===== config.mk =====
export PLATFORM = sky130hd
export DESIGN_NAME = binary_to_decimal_ascii
export DESIGN_NICKNAME = d
export VERILOG_FILES = /design/src/hw/rtl/b2da_pkg.sv /design/src/hw/rtl/b2da_ctrl.sv /design/src/hw/rtl/b2da_datapath.sv /design/src/hw/rtl/binary_to_decimal_ascii.sv
export SDC_FILE = /design/constraint.sdc
export NUM_CORES = 1
export LEC_CHECK = 0
export ABC_AREA = 0
export BUFFER_PORTS_ARGS = -buffer_cell sky130_fd_sc_hd__buf_4
export CAP_MARGIN = 20
export CORE_ASPECT_RATIO = 1.2
export CORE_MARGIN = 4
export CORE_UTILIZATION = 59
export CTS_BUF_LIST = sky130_fd_sc_hd__clkbuf_4 sky130_fd_sc_hd__clkbuf_8 sky130_fd_sc_hd__clkbuf_16
export CTS_CLUSTER_DIAMETER = 80
export CTS_CLUSTER_SIZE = 30
export DETAILED_ROUTE_END_ITERATION = 8
export MAX_ROUTING_LAYER = met4
export PLACE_DENSITY = 0.92
export SYNTH_ARGS = -nofsm -noshare
export SYNTH_HDL_FRONTEND = slang
export SYNTH_SLANG_ARGS = --single-unit
export TNS_END_PERCENT = 5

===== constraint.sdc =====
create_clock -name clock -period 2.9 [get_ports clock]
set_input_delay 0.29 -clock clock [delete_from_list [all_inputs] [get_ports clock]]
set_output_delay 0.29 -clock clock [all_outputs]
set_load 0.05 [all_outputs]

===== src/hw/rtl/b2da_pkg.sv =====
// Shared types and constants for the binary to decimal ASCII converter.
`default_nettype none
package b2da_pkg;

   // Bits in one packed decimal digit
   localparam int unsigned DIGIT_BITS = 4;
   // Width of one ASCII digit code on the result channel
   localparam int unsigned CHAR_BITS  = 6;
   // Result tdata width, digit code padded to a whole byte
   localparam int unsigned RSP_BITS   = 8;
   // ASCII code of '0'
   localparam logic [CHAR_BITS-1:0] CHAR_ZERO = 6'd48;

   // Datapath commands issued by the controller
   typedef struct packed {
      logic load;       // capture a new value, clear the digit register
      logic step;       // one shift-add-3 conversion step
      logic shift_out;  // drop the top digit, advance to the next one
   } cmd_type;

   // Datapath status seen by the controller
   typedef struct packed {
      logic conv_done;  // the current step is the final conversion step
      logic top_zero;   // the top digit is zero
      logic last_digit; // the top digit is the least significant one
   } status_type;

endpackage
`default_nettype wire


===== src/hw/rtl/b2da_ctrl.sv =====
// Controller state machine: sequences load, conversion, zero skip and digit send.
`default_nettype none
module b2da_ctrl (
   input  wire logic                 clock,
   input  wire logic                 reset,
   input  wire logic                 req_tvalid,
   output logic                      req_tready,
   output logic                      rsp_tvalid,
   input  wire logic                 rsp_tready,
   output b2da_pkg::cmd_type         cmd,
   input  wire b2da_pkg::status_type status
);

   typedef enum logic [3:0] {
      ST_IDLE = 4'b0001,
      ST_CONV = 4'b0010,
      ST_SKIP = 4'b0100,
      ST_SEND = 4'b1000
   } state_type;

   state_type state_ff;
   state_type state_in;

   // Handshake outputs follow the state
   assign req_tready = (state_ff == ST_IDLE);
   assign rsp_tvalid = (state_ff == ST_SEND);

   // Next state and commands
   always_comb begin
      state_in      = state_ff;
      cmd.load      = 1'b0;
      cmd.step      = 1'b0;
      cmd.shift_out = 1'b0;
      case (state_ff)
         ST_IDLE: begin
            if (req_tvalid) begin
               cmd.load = 1'b1;
               state_in = ST_CONV;
            end
         end
         ST_CONV: begin
            cmd.step = 1'b1;
            if (status.conv_done) begin
               state_in = ST_SKIP;
            end
         end
         ST_SKIP: begin
            // drop leading zeros, always keep the final digit
            if (status.top_zero && !status.last_digit) begin
               cmd.shift_out = 1'b1;
            end else begin
               state_in = ST_SEND;
            end
         end
         ST_SEND: begin
            if (rsp_tready) begin
               if (status.last_digit) begin
                  state_in = ST_IDLE;
               end else begin
                  cmd.shift_out = 1'b1;
               end
            end
         end
         default: begin
            state_in = ST_IDLE;
         end
      endcase
   end

   // Hold state
   always_ff @(posedge clock) begin
      if (reset) begin
         state_ff <= ST_IDLE;
      end else begin
         state_ff <= state_in;
      end
   end

endmodule
`default_nettype wire


===== src/hw/rtl/b2da_datapath.sv =====
// Datapath: shift-add-3 binary to BCD conversion and digit shift-out.
`default_nettype none
module b2da_datapath #(
   parameter int unsigned VALUE_BITS = 32,
   parameter int unsigned NDIGITS    = 10
) (
   input  wire logic                             clock,
   input  wire logic [VALUE_BITS-1:0]            value,
   input  wire b2da_pkg::cmd_type                cmd,
   output b2da_pkg::status_type                  status,
   output logic [b2da_pkg::CHAR_BITS-1:0]        digit_char
);

   localparam int unsigned BCD_BITS = NDIGITS * b2da_pkg::DIGIT_BITS;
   localparam int unsigned CNT_BITS = (VALUE_BITS > 1) ? $clog2(VALUE_BITS) : 1;
   localparam int unsigned DIG_BITS = (NDIGITS > 1) ? $clog2(NDIGITS) : 1;

   logic [VALUE_BITS-1:0] bin_ff, bin_in;
   logic [BCD_BITS-1:0]   bcd_ff, bcd_in;
   logic [BCD_BITS-1:0]   bcd_adj;
   logic [CNT_BITS-1:0]   cnt_ff, cnt_in;
   logic [DIG_BITS-1:0]   dig_ff, dig_in;
   logic [b2da_pkg::DIGIT_BITS-1:0] top_digit;

   // Add 3 to every digit of 5 or more before the shift
   always_comb begin
      for (int i = 0; i < NDIGITS; i++) begin
         if (bcd_ff[i*b2da_pkg::DIGIT_BITS +: b2da_pkg::DIGIT_BITS] >= 4'd5) begin
            bcd_adj[i*b2da_pkg::DIGIT_BITS +: b2da_pkg::DIGIT_BITS] =
               bcd_ff[i*b2da_pkg::DIGIT_BITS +: b2da_pkg::DIGIT_BITS] + 4'd3;
         end else begin
            bcd_adj[i*b2da_pkg::DIGIT_BITS +: b2da_pkg::DIGIT_BITS] =
               bcd_ff[i*b2da_pkg::DIGIT_BITS +: b2da_pkg::DIGIT_BITS];
         end
      end
   end

   // Next values of the binary, digit and counter registers
   always_comb begin
      bin_in = bin_ff;
      bcd_in = bcd_ff;
      cnt_in = cnt_ff;
      dig_in = dig_ff;
      if (cmd.load) begin
         bin_in = value;
         bcd_in = '0;
         cnt_in = CNT_BITS'(VALUE_BITS - 1);
         dig_in = DIG_BITS'(NDIGITS - 1);
      end else if (cmd.step) begin
         bin_in = {bin_ff[VALUE_BITS-2:0], 1'b0};
         bcd_in = {bcd_adj[BCD_BITS-2:0], bin_ff[VALUE_BITS-1]};
         cnt_in = cnt_ff - 1'b1;
      end else if (cmd.shift_out) begin
         bcd_in = {bcd_ff[BCD_BITS-b2da_pkg::DIGIT_BITS-1:0],
                   {b2da_pkg::DIGIT_BITS{1'b0}}};
         dig_in = dig_ff - 1'b1;
      end
   end

   always_ff @(posedge clock) begin
      bin_ff <= bin_in;
      bcd_ff <= bcd_in;
      cnt_ff <= cnt_in;
      dig_ff <= dig_in;
   end

   // Status and the ASCII code of the top digit
   assign top_digit         = bcd_ff[BCD_BITS-1 -: b2da_pkg::DIGIT_BITS];
   assign status.conv_done  = (cnt_ff == '0);
   assign status.top_zero   = (top_digit == '0);
   assign status.last_digit = (dig_ff == '0);
   assign digit_char = b2da_pkg::CHAR_ZERO |
      {{(b2da_pkg::CHAR_BITS-b2da_pkg::DIGIT_BITS){1'b0}}, top_digit};

endmodule
`default_nettype wire


===== src/hw/rtl/binary_to_decimal_ascii.sv =====
// Top level of the unsigned binary to decimal ASCII converter.
`default_nettype none
// Converts one unsigned VALUE_BITS-bit number per input beat into its decimal
// text, one ASCII digit ('0'..'9') per output beat, most significant first,
// leading zeros dropped (zero gives a single '0'), tlast on the final digit.
// One number is handled at a time: a load, the shift-add-3 steps in the BCD
// converter (one per value bit), the leading zeros dropped one by one, a step
// to start sending, then the digits sent one by one, each waiting while the
// output is held off. Dropped zeros and sent digits always add up to NDIGITS.
// NDIGITS is 10 for 32 bits, 20 for 64 bits.
module binary_to_decimal_ascii #(
   parameter int unsigned VALUE_BITS = 32
) (
   input  wire logic                             clock,
   input  wire logic                             reset,
   input  wire logic                             req_tvalid,
   output logic                                  req_tready,
   // [VALUE_BITS-1:0] value, zero padded to whole bytes
   input  wire logic [((VALUE_BITS+7)/8)*8-1:0]  req_tdata,
   output logic                                  rsp_tvalid,
   input  wire logic                             rsp_tready,
   // [5:0] digit_char, [7:6] zero
   output logic [b2da_pkg::RSP_BITS-1:0]         rsp_tdata,
   output logic                                  rsp_tlast
);

   // Decimal digits of the largest value
   localparam int unsigned NDIGITS = ((VALUE_BITS * 1233) / 4096) + 1;

   b2da_pkg::cmd_type    cmd;
   b2da_pkg::status_type status;
   logic [b2da_pkg::CHAR_BITS-1:0] digit_char;

   b2da_ctrl u_ctrl (
      .clock      (clock),
      .reset      (reset),
      .req_tvalid (req_tvalid),
      .req_tready (req_tready),
      .rsp_tvalid (rsp_tvalid),
      .rsp_tready (rsp_tready),
      .cmd        (cmd),
      .status     (status)
   );

   b2da_datapath #(
      .VALUE_BITS (VALUE_BITS),
      .NDIGITS    (NDIGITS)
   ) u_datapath (
      .clock      (clock),
      .value      (req_tdata[VALUE_BITS-1:0]),
      .cmd        (cmd),
      .status     (status),
      .digit_char (digit_char)
   );

   // Pack the result beat
   assign rsp_tdata = {{(b2da_pkg::RSP_BITS-b2da_pkg::CHAR_BITS){1'b0}}, digit_char};
   assign rsp_tlast = status.last_digit;

endmodule
`default_nettype wire

==> results_dict.tcl <==
set metrics [dict create \
    dp_slack_ps 624 \
    setup_viol 0 \
    mostFrequentLayoutCell "sky130_fd_sc_hd__nand2_1" \
    clock_tree.buffer_depth 2 \
    clock_network_latency_to_the_later_pin_of_the_worst_skew_pair_ps 360 \
    clock_sink_total 85 \
    crit_path_start_kind "flip-flop" \
    pwr-share-comb_pct 14.0 \
    grt_start_max_net_pins 57 \
    synth_async_sr_flop_share_pct 0 \
    placed_area_um2 4880 \
    drive_above_1_share_pct 13.3 \
    totalNegativeSetupSlack_ps 0 \
    critical_path_peak_fanout 28 \
    post_synthesis_instance_total 536 \
    die_area_um2 9220 \
    cts.hold.buffers_added 0 \
    cts_setup_buffers 0 \
    grt_use_total_pct 22.4 \
    htreeDepth 3 \
    ys_types 40 \
    first_pass_iters 6 \
    timing.max_slew.rel_slack_pct 47.2 \
    boundaryPins 47 \
    power.total_mw 2.62 \
    placed_cells 640 \
    vias 3884 \
    synth_enable_flop_cells 32 \
    ant_nets 0 \
    post_synth_instance_area_um2 4570 \
    routed_wirelength_um 9460 \
    routability_cong 0.856 \
    die_height_um 104 \
    die_width_um 88.3 \
    grt_pass1_wl_um 16600 \
    critical_path_arrival_ps 2570 \
    dominantRegCellSynth "sky130_fd_sc_hd__dfxtp_1" \
    leakagePower_nw 1.95 \
    layout.core_utilization_pct 68.6 \
    detail_route.wl_per_cell_um 14.4 \
    drc 0 \
    min_period_ps 2330 \
    number_of_max_slew_violations_in_the_final_report 0 \
    pwr-share-seq_pct 53.8 \
    gr-total-overflow 0 \
    yosys_register_bits 85 \
    max-vdd-ir-drop_uv 443 \
    timing.hold.worst.class "primary input to flip-flop" \
    fin_nets 620 \
    final_cell_mix "sky130_fd_sc_hd__nand2_1 (138), sky130_fd_sc_hd__dfxtp_1 (53), sky130_fd_sc_hd__buf_4 (47)" \
    cts_tree "built" \
    detailedRoute.firstIterationViolations 334 \
    post_cts.resized_instances 0 \
    grt_antenna_before_repair 0 \
    worst_hold_slack_ps 122 \
    max_clock_freq_mhz 430 \
    yosysWarningCount 0 \
    p_sw_share_pct 26.6 \
    buffer_ports.inserted 42 \
    core_area_um2 7400 \
    multi_input_gate_area_um2 2260 \
    layoutNonFillerInstCount 656 \
    finClkSkew_ps 8.81 \
    cts-root-buf "sky130_fd_sc_hd__clkbuf_8" \
    outcome "completed" \
    power_frac_clock_pct 32.1 \
    maxCapViolations 0 \
    cp_data_required_time_ps 3150 \
    cts_inserted_buffers 9 \
    worst-slew-pin-transition_ps 790 \
    ys_seq_area_share_pct 44.3 \
    vias_in_the_first_global_route 3856 \
    rsz_0062_raised_after_global_routing "no" \
    antenna_cells 0 \
    worst_setup_path_end_kind "flip-flop" \
    finalHoldViolations 0 \
    net-switching-power_uw 696 \
    detailed_place_hpwl_um 6310 \
    setup.worst_path.class "flip-flop to flip-flop" \
    effective_utilization_at_floorplan_pct 61.7 \
    row_count 34 \
    postLayoutSetupSlackWorst_ps 575 \
    sequential_cell_area_um2 2020 \
    design_area_um2 5080 \
    detail_route.vias_per_cell 5.92 \
    cellInternalPower_mw 1.92 \
    path_clk_slew_ps 80 \
    post_synth.cell_area_avg_um2 8.52 \
    ratio_of_total_power_to_cell_area_nw_per_um2 516 \
    post_route_fraction_of_the_period_consumed_by_the_critical_path_pct 80.2 \
    layout-area-overhead-vs-synth_pct 11.3 \
    filler_cell_count 586 \
]
-- final cells by class --
| type | instances | area share, % |
|---|---|---|
| Timing Repair Buffer | 49 | 7.73 |
| Multi-Input combinational cell | 391 | 44.5 |
| Clock buffer | 12 | 2.88 |
| Inverter | 25 | 1.85 |
| Tap cell | 90 | 2.22 |
| Sequential cell | 85 | 39.8 |
| Clock inverter | 4 | 0.985 |
-- path summary, 6_finish.rpt --
kind,startpoint,to,slack [ps],cells after the start
min reg2reg,u_datapath.dig_ff[3],u_datapath.dig_ff[3],500,2
min,reset,u_ctrl.state_ff[2],120,2
max reg2reg,u_datapath.bcd_ff[37],u_datapath.bcd_ff[2],570,8
max,u_datapath.bcd_ff[37],u_datapath.bcd_ff[2],570,8
-- cell families (layout without fill, tap and decap cells) --
| family | after synthesis | after routing | share of synthesized area (%) |
|---|---|---|---|
| other | 2 | 4 | 0.164 |
| multiplexers | 2 | 2 | 0.466 |
| buffers and inverters | 62 | 90 | 6.55 |
| XOR/XNOR | 14 | 14 | 2.69 |
| AO/OA/AOI/OAI | 115 | 115 | 15.7 |
| flip-flops | 85 | 85 | 44.3 |
| adder cells (fa/ha/maj) | 23 | 23 | 6.30 |
| AND/OR/NAND/NOR | 233 | 233 | 23.8 |
-- Yosys cell counts, types with 2 or more instances --
cell type	n	area (um2)
sky130_fd_sc_hd__nand2_1	138	518
sky130_fd_sc_hd__dfxtp_1	53	1060
sky130_fd_sc_hd__a21oi_1	42	210
sky130_fd_sc_hd__edfxtp_1	32	961
sky130_fd_sc_hd__inv_1	25	93.8
sky130_fd_sc_hd__nand3_1	24	120
sky130_fd_sc_hd__ha_1	23	288
sky130_fd_sc_hd__nor2_1	22	82.6
sky130_fd_sc_hd__a31oi_1	19	119
sky130_fd_sc_hd__clkbuf_1	19	71.3
sky130_fd_sc_hd__a22oi_1	17	128
sky130_fd_sc_hd__nor3_1	12	60.1
sky130_fd_sc_hd__xnor2_1	12	105
sky130_fd_sc_hd__nand2b_1	11	68.8
sky130_fd_sc_hd__o21ai_0	11	55.1
sky130_fd_sc_hd__a221oi_1	10	87.6
sky130_fd_sc_hd__buf_4	10	75.1
sky130_fd_sc_hd__nor3b_1	10	75.1
sky130_fd_sc_hd__o22ai_1	9	56.3
sky130_fd_sc_hd__buf_2	5	25.0
sky130_fd_sc_hd__and2_1	3	18.8
sky130_fd_sc_hd__buf_6	3	33.8
sky130_fd_sc_hd__and3_1	2	12.5
sky130_fd_sc_hd__conb_1	2	7.51
sky130_fd_sc_hd__nor2b_1	2	12.5
sky130_fd_sc_hd__nor4b_2	2	30.0
sky130_fd_sc_hd__nor4b_4	2	47.6
sky130_fd_sc_hd__o211ai_1	2	15.0
sky130_fd_sc_hd__or3_1	2	12.5
sky130_fd_sc_hd__xor2_1	2	17.5
-- flip-flops by register name, summed over array words and instances (netlist names) --
signal,count
u_ctrl.state_ff,4
u_datapath.dig_ff,4
u_datapath.bcd_ff,40
u_datapath.cnt_ff,5
u_datapath.bin_ff,32
-- per-layer routing --
layer  wire length (um)  global-route usage (%)  share of wire, %
met1               4090                    27.3                43
met2               4800                    36.4                51
met3                448                    4.04               4.7
met4                126                    8.75               1.3
met5                  0                       -                 0
-- critical path, stage by stage, from the launching register on --
cell and delay, ps:
sky130_fd_sc_hd__dfxtp_1 340, sky130_fd_sc_hd__inv_1 120, sky130_fd_sc_hd__ha_1 150, sky130_fd_sc_hd__nor3b_1 350
sky130_fd_sc_hd__a22o_2 250, sky130_fd_sc_hd__and2_1 470, sky130_fd_sc_hd__buf_12 250, sky130_fd_sc_hd__o22ai_1 110
sky130_fd_sc_hd__and2_1 190
-- power groups by stage --
| stage | clock, mW | sequential, mW | combinational, mW |
|---|---|---|---|
| after global placement | 0 | 1.43 | 0.356 |
| after CTS | 0.853 | 1.41 | 0.370 |
| after floorplan | 0 | 1.43 | 0.261 |
| final | 0.842 | 1.41 | 0.368 |
| after detailed placement | 0 | 1.44 | 0.368 |
| after global routing | 0.916 | 1.42 | 0.419 |
Power figures use the tool's default switching activity.
